--- config.mk ---
export PLATFORM = sky130hd
export DESIGN_NAME = fwhm_ctrl
export DESIGN_NICKNAME = d
export VERILOG_FILES = /design/src/sv/fwhm_pkg.sv /design/src/sv/fwhm_ctrl.sv
export SDC_FILE = /design/constraint.sdc
export NUM_CORES = 1
export LEC_CHECK = 0
export ABC_AREA = 0
export BUFFER_PORTS_ARGS = -buffer_cell sky130_fd_sc_hd__buf_2
export CAP_MARGIN = 20
export CELL_PAD_IN_SITES_DETAIL_PLACEMENT = 1
export CELL_PAD_IN_SITES_GLOBAL_PLACEMENT = 1
export CORE_UTILIZATION = 31
export DETAILED_ROUTE_END_ITERATION = 6
export GPL_TIMING_DRIVEN = 0
export PLACE_DENSITY = 0.76
export SKIP_CTS_REPAIR_TIMING = 1
export SYNTH_ARGS = -nofsm -noshare
export SYNTH_HDL_FRONTEND = slang
export SYNTH_SLANG_ARGS = --single-unit
--- constraint.sdc ---
create_clock -name clk -period 3.76 [get_ports clk]
set_input_delay 1.128 -clock clk [delete_from_list [all_inputs] [get_ports clk]]
set_output_delay 1.128 -clock clk [all_outputs]
set_load 0.05 [all_outputs]
--- src/sv/fwhm_pkg.sv ---
// Shared types and constants for the histogram FWHM peak block.
package fwhm_pkg;

  localparam int AXIS_W  = 32;             // axis_start register
  localparam int STEP_W  = 24;             // bin_step register
  localparam int CFG_W   = 32;             // widest configuration register
  localparam int IN_W    = 32;             // bin_value field
  localparam int WIDTH_W = 47;             // width result field
  localparam int POS_W   = 48;             // peak_pos result field
  localparam int QB      = STEP_W + 1;     // quotient bits of the interpolation divide
  localparam int OUT_DW  = 96;             // width + peak_pos, padded to bytes
  localparam int OUT_UW  = 2;              // valid_res, overflow

  typedef logic [0:0] cfg_idx_t;
  localparam cfg_idx_t CFG_AXIS_START = 1'b0;
  localparam cfg_idx_t CFG_BIN_STEP   = 1'b1;

  typedef enum logic [4:0] {
    ST_IDLE,
    ST_PK_MUL,
    ST_PK_SET,
    ST_L_RD,
    ST_L_CHK,
    ST_L_MUL,
    ST_L_DIV,
    ST_L_WAIT,
    ST_R_FB,
    ST_R_INIT,
    ST_R_RD,
    ST_R_CHK,
    ST_R_MUL,
    ST_R_DIV,
    ST_R_WAIT,
    ST_FIN
  } state_t;

  typedef enum logic [3:0] {
    OP_NONE,
    OP_PK_MUL,   // product of peak centre offset
    OP_PK_SET,   // latch peak centre, arm left walk
    OP_L_STEP,   // read next bin to the left
    OP_L_CHK,    // test left bin against half height
    OP_L_MUL,    // left centre offset and divide numerator
    OP_L_BASE,   // left base position, start divide
    OP_L_ADDQ,   // add quotient to left crossing
    OP_R_FB,     // product for right axis edge
    OP_R_INIT,   // right fallback, arm right walk
    OP_R_STEP,   // read next bin to the right
    OP_R_CHK,    // test right bin against half height
    OP_R_MUL,    // right centre offset and divide numerator
    OP_R_BASE,   // right base position, start divide
    OP_R_ADDQ,   // add quotient to right crossing
    OP_FIN       // load result register, clear histogram state
  } dp_op_t;

  typedef struct packed {
    dp_op_t op;
    logic   in_ready;
  } ctrl_cmd_t;

  typedef struct packed {
    logic below;      // bin just read is below half the peak
    logic idx_zero;   // left walk reached bin 0
    logic idx_end;    // right walk reached the last stored bin
    logic peak_zero;
    logic div_done;
    logic out_free;   // result register can take a new result
  } dp_stat_t;

endpackage

--- src/sv/fwhm_ctrl.sv ---
// Controller: sequences loading, the two half-height walks and result hand-off.
module fwhm_ctrl (
  input  logic                 clk,
  input  logic                 rst_n,
  input  logic                 last_acc,
  input  fwhm_pkg::dp_stat_t   stat,
  output fwhm_pkg::ctrl_cmd_t  cmd
);
  import fwhm_pkg::*;

  state_t state_r, state_nxt;

  always_ff @(posedge clk) begin
    if (!rst_n) begin
      state_r <= ST_IDLE;
    end else begin
      state_r <= state_nxt;
    end
  end

  always_comb begin
    state_nxt = state_r;
    unique case (state_r)
      ST_IDLE:   if (last_acc) state_nxt = ST_PK_MUL;
      ST_PK_MUL: state_nxt = ST_PK_SET;
      ST_PK_SET: state_nxt = stat.peak_zero ? ST_FIN : ST_L_RD;
      ST_L_RD:   state_nxt = stat.idx_zero ? ST_R_FB : ST_L_CHK;
      ST_L_CHK:  state_nxt = stat.below ? ST_L_MUL : ST_L_RD;
      ST_L_MUL:  state_nxt = ST_L_DIV;
      ST_L_DIV:  state_nxt = ST_L_WAIT;
      ST_L_WAIT: if (stat.div_done) state_nxt = ST_R_FB;
      ST_R_FB:   state_nxt = ST_R_INIT;
      ST_R_INIT: state_nxt = ST_R_RD;
      ST_R_RD:   state_nxt = stat.idx_end ? ST_FIN : ST_R_CHK;
      ST_R_CHK:  state_nxt = stat.below ? ST_R_MUL : ST_R_RD;
      ST_R_MUL:  state_nxt = ST_R_DIV;
      ST_R_DIV:  state_nxt = ST_R_WAIT;
      ST_R_WAIT: if (stat.div_done) state_nxt = ST_FIN;
      ST_FIN:    if (stat.out_free) state_nxt = ST_IDLE;
    endcase
  end

  always_comb begin
    cmd.in_ready = 1'b0;
    cmd.op       = OP_NONE;
    unique case (state_r)
      ST_IDLE:   cmd.in_ready = 1'b1;
      ST_PK_MUL: cmd.op = OP_PK_MUL;
      ST_PK_SET: cmd.op = OP_PK_SET;
      ST_L_RD:   cmd.op = stat.idx_zero ? OP_NONE : OP_L_STEP;
      ST_L_CHK:  cmd.op = OP_L_CHK;
      ST_L_MUL:  cmd.op = OP_L_MUL;
      ST_L_DIV:  cmd.op = OP_L_BASE;
      ST_L_WAIT: cmd.op = stat.div_done ? OP_L_ADDQ : OP_NONE;
      ST_R_FB:   cmd.op = OP_R_FB;
      ST_R_INIT: cmd.op = OP_R_INIT;
      ST_R_RD:   cmd.op = stat.idx_end ? OP_NONE : OP_R_STEP;
      ST_R_CHK:  cmd.op = OP_R_CHK;
      ST_R_MUL:  cmd.op = OP_R_MUL;
      ST_R_DIV:  cmd.op = OP_R_BASE;
      ST_R_WAIT: cmd.op = stat.div_done ? OP_R_ADDQ : OP_NONE;
      ST_FIN:    cmd.op = stat.out_free ? OP_FIN : OP_NONE;
    endcase
  end

endmodule
# --- After elaboration in Yosys (flattened, before gate mapping) ---
# Index checks and enable logic that the tools add are counted.
totals:
  ff_bits: 5
  inputBits: 9
  out_inout_bits: 5
  elab_cells: 39
op_classes:
  n_eq_ne: 19
  muxes: 17
  n_reduce_logical: 2
ops:
  columns: ["operator", "count"]
  rows:
  - ["$pmux W5 S16", 1]
  - ["$pmux W4 S15", 1]
  - ["$eq A5 B4 Y1 const B", 8]
  - ["$eq A5 B3 Y1 const B", 4]
  - ["$mux W4", 5]
  - ["$mux W5", 4]
  - ["$mux W3", 4]
  - ["$eq A5 B2 Y1 const B", 2]
  - ["$ne A2 B2 Y1 const B", 4]
  - ["$eq A5 B1 Y1 const B", 1]
  - ["$logic_not A5 Y1", 1]
  - ["$reduce_and A4 Y1", 1]
  - ["$mux W2", 1]
  - ["$mux W1", 1]

# --- Longest topological paths before layout ---
depth:
  ltp_word: 3
  mapped_depth: 6
  ltp_nobuf: 4

# --- Worst setup path before layout ---
# OpenSTA, ideal clock, no wires.
synth_timing:
  path_type: "input -> output"
  from: "input stat[0] (netlist name)"
  to: "output cmd[3] (netlist name)"
  arrival_ps: 2567
  t_required_ps: 2632
  setup_slack_ps: 65
  cell_stages: 3
  n_path_buf: 0
  path_cell_list: "nand2_1 a31o_4 a21boi_0"
synth_lines:
  columns: ["element", "line_no", "source"]
  rows:
  - ["from (decl)", "fwhm_ctrl.sv:6", "input fwhm_pkg::dp_stat_t stat,"]
  - ["to (decl)", "fwhm_ctrl.sv:7", "output fwhm_pkg::ctrl_cmd_t cmd"]

==> impl_metrics.ini <==
[status]
status = finished, final reports clean

[sta]
finalHoldWorstSlack_ns = 0.7843
min_period_over_period_pct = 86.02
finClkSkew_ns = 0.002937
hold_viol = 0
setup_ws_ns = 0.5257
setup_violations = 0
fin_crit_ns = 3.234
tns_ns = 0
rsz0062_at_grt = false
worst_pin_slew_ns = 0.3225
fmax_mhz = 309.2
relSlewSlack_pct = 78.50
slew_viol_final = 0

[clock_tree]
clk_path_buf_depth = 2
cts-buffers-inserted = 3
cts_tree = yes
clock_sinks = 4
root_buffer = clkbuf_4
cts-htree-levels = 1
clk_pin_slew_ns = 0.04
clock_latency_ns = 0.23

[critical_path]
critPathMaxFanout = 3
crit_required_ns = 2.63
r2r_slack_ns = 2.35
path_class = input port to primary output
arrival_ns = 2.11
r2r_start = state_r[0]
end_kind = primary output
critPathLaunchType = input port
r2r_end = state_r[2]
r2r_cells = 5

[global_route]
gr-total-overflow = 0
grt_max_degree = 11
grt_pass1_wl_um = 2021
grtUsageTotal_pct = 18.03
antenna_found_initial = 0
grt_pass1_vias = 465

[routing]
post_drt_wl_per_cell_um = 14.29
vias_per_cell = 5.722
drcViolationCount = 0
first_pass_iters = 4
ant_nets = 0
vias = 515
dr.first_iter.drc_count = 6
routed_wl_um = 1286

[yosys]
syn-cell-area_um2 = 466.7
synth_top_area_cell = dfxtp_1
synth.net_count = 68
yosys_register_bits = 4
synthAdderAreaFrac_pct = 0
synthMuxAreaShare_pct = 4.558
synth.avg_cell_area_um2 = 7.910
synth-xor-area-share_pct = 0
synth_cells = 59
synth_compound_area_share_pct = 39.41
yosysSeqAreaShare_pct = 17.16
synth_cell_types = 34
yosysWarningCount = 0
synthSimpleGateAreaFrac_pct = 29.49
synthTopCellsByArea = dfxtp_1 17%, a21oi_1 6.4%, buf_2 5.4%
synth.top_cell.area_share_pct = 17.16
synth_top_family_by_area = compound AO/OA/AOI/OAI gates

[layout]
largestRegisters = state_r x4
largest_reg_flops = 4
drive_above_1_share_pct = 37.33
diodes = 0
nNetsFinal = 86
synthToLayoutAreaGrowth_pct = 22.79
fillCellCount = 187
top_register = state_r

[placement]
io_buffers = 13
place_congestion = 0.7957
dp_hpwl_um = 977.6
dpl_worst_slack_ns = 0.5336

[min_path]
hold_class = register to register
hp-start = state_r[3]
min_to = state_r[0]
whs_path_depth = 4

[power]
p_leak_nw = 0.2567
fin_total_pwr_uw = 251.0
powerDensity_nw_per_um2 = 437.9
vdd_drop_max_mv = 0.1789

[job]
drv_cap = 0

[floorplanning]
initial_core_util_pct = 34.57
io_pins = 14
die_w_um = 40.80
core.rowCount = 13
core_um2 = 1350
dieArea_um2 = 1665
die_h_um = 40.80
## power by group
part	internal, mW	switching (mW)	total [mW]
Sequential	0.0488	0.00600	0.0548
Combinational	0.0516	0.0921	0.144
Clock	0.0357	0.0168	0.0524
Total	0.136	0.115	0.251
## worst max-delay path: stages
cell and delay (ns):
buf_2 0.12, nand2b_4 0.07, a221oi_1 0.36, o21bai_1 0.16, buf_2 0.27
## layout make-up
cell class	count	area, µm²	area share, %
repair buffers	13	65.06	11.35
multi-input cells	47	342.8	59.83
well taps	15	18.77	3.275
flip-flops and latches	4	80.08	13.97
clock buffers	3	22.52	3.930
inverters	2	7.507	1.310
plain buffers	6	36.28	6.332
## metrics by stage
step | area, µm² | std cells | utilization [%]
after floorplan | 466.7 | 59 | -
after global placement | 550.5 | 87 | 40.78
after detailed placement | 550.5 | 87 | 40.78
after CTS | 573.1 | 90 | 42.45
after global routing | 573.1 | 90 | 42.45
final | 573.1 | 90 | 42.45
## metal layers
| layer | up-vias | share of wire, % | GRT usage (%) |
|---|---|---|---|
| li1 | 257 | - | - |
| met1 | 248 | 51 | 23.62 |
| met2 | 10 | 47 | 29.69 |
| met3 | 0 | 2.6 | 6.522 |
| met4 | 0 | 0 | 0 |
| met5 | - | 0 | 0 |
## worst max-delay path by stage
stage,start,endpoint,slack [ns],depth (start not counted)
final,stat[1],cmd[1],0.53,5
after global routing,stat[1],cmd[1],0.47,5
after CTS,stat[1],cmd[1],0.53,5
after detailed placement,stat[1],cmd[1],0.53,5
after global placement,stat[1],cmd[1],0.55,5
after floorplan,stat[0],cmd[3],0.06,3
## cells in the mapped netlist
master	count
a21oi_1	6
buf_2	5
dfxtp_1	4
nor2_1	4
o21ai_0	4
nor3b_1	3
inv_1	2
nand2_1	2
nand3_1	2
nor2b_1	2
o21a_1	2
a211o_1	1
a21boi_0	1
a21boi_1	1
a21o_1	1
a221oi_1	1
a311o_1	1
a31o_4	1
a31oi_1	1
a41oi_1	1
and2_1	1
and2_4	1
and3_1	1
buf_6	1
mux2_2	1
mux2i_1	1
nand2b_4	1
nor3_1	1
nor4_4	1
nor4b_1	1
o21bai_1	1
o221a_2	1
o311ai_0	1
o31a_1	1
## layout by cell type, fill, tap and decap left out
cell	Yosys	routed
a211o_1	1	1
a21boi_0	1	1
a21boi_1	1	1
a21o_1	1	1
a21oi_1	6	6
a221oi_1	1	1
a311o_1	1	1
a31o_4	1	1
a31oi_1	1	1
a41oi_1	1	1
and2_1	1	1
and2_4	1	1
and3_1	1	1
buf_2	5	18
buf_6	1	1
clkbuf_4	0	3
dfxtp_1	4	4
inv_1	2	2
mux2_2	1	1
mux2i_1	1	1
nand2_1	2	2
nand2b_4	1	1
nand3_1	2	2
nor2_1	4	4
nor2b_1	2	2
nor3_1	1	1
nor3b_1	3	3
nor4_4	1	1
nor4b_1	1	1
o21a_1	2	2
o21ai_0	4	4
o21bai_1	1	1
o221a_2	1	1
o311ai_0	1	1
o31a_1	1	1
## kinds of logic after synthesis
kind of cell           count (synthesis)
AOI/OAI and AO/OA                     25
buffers and inverters                  8
DFF                                    4
muxes                                  2
and+or+nand+nor                       20
Power figures use the tool's default switching activity.
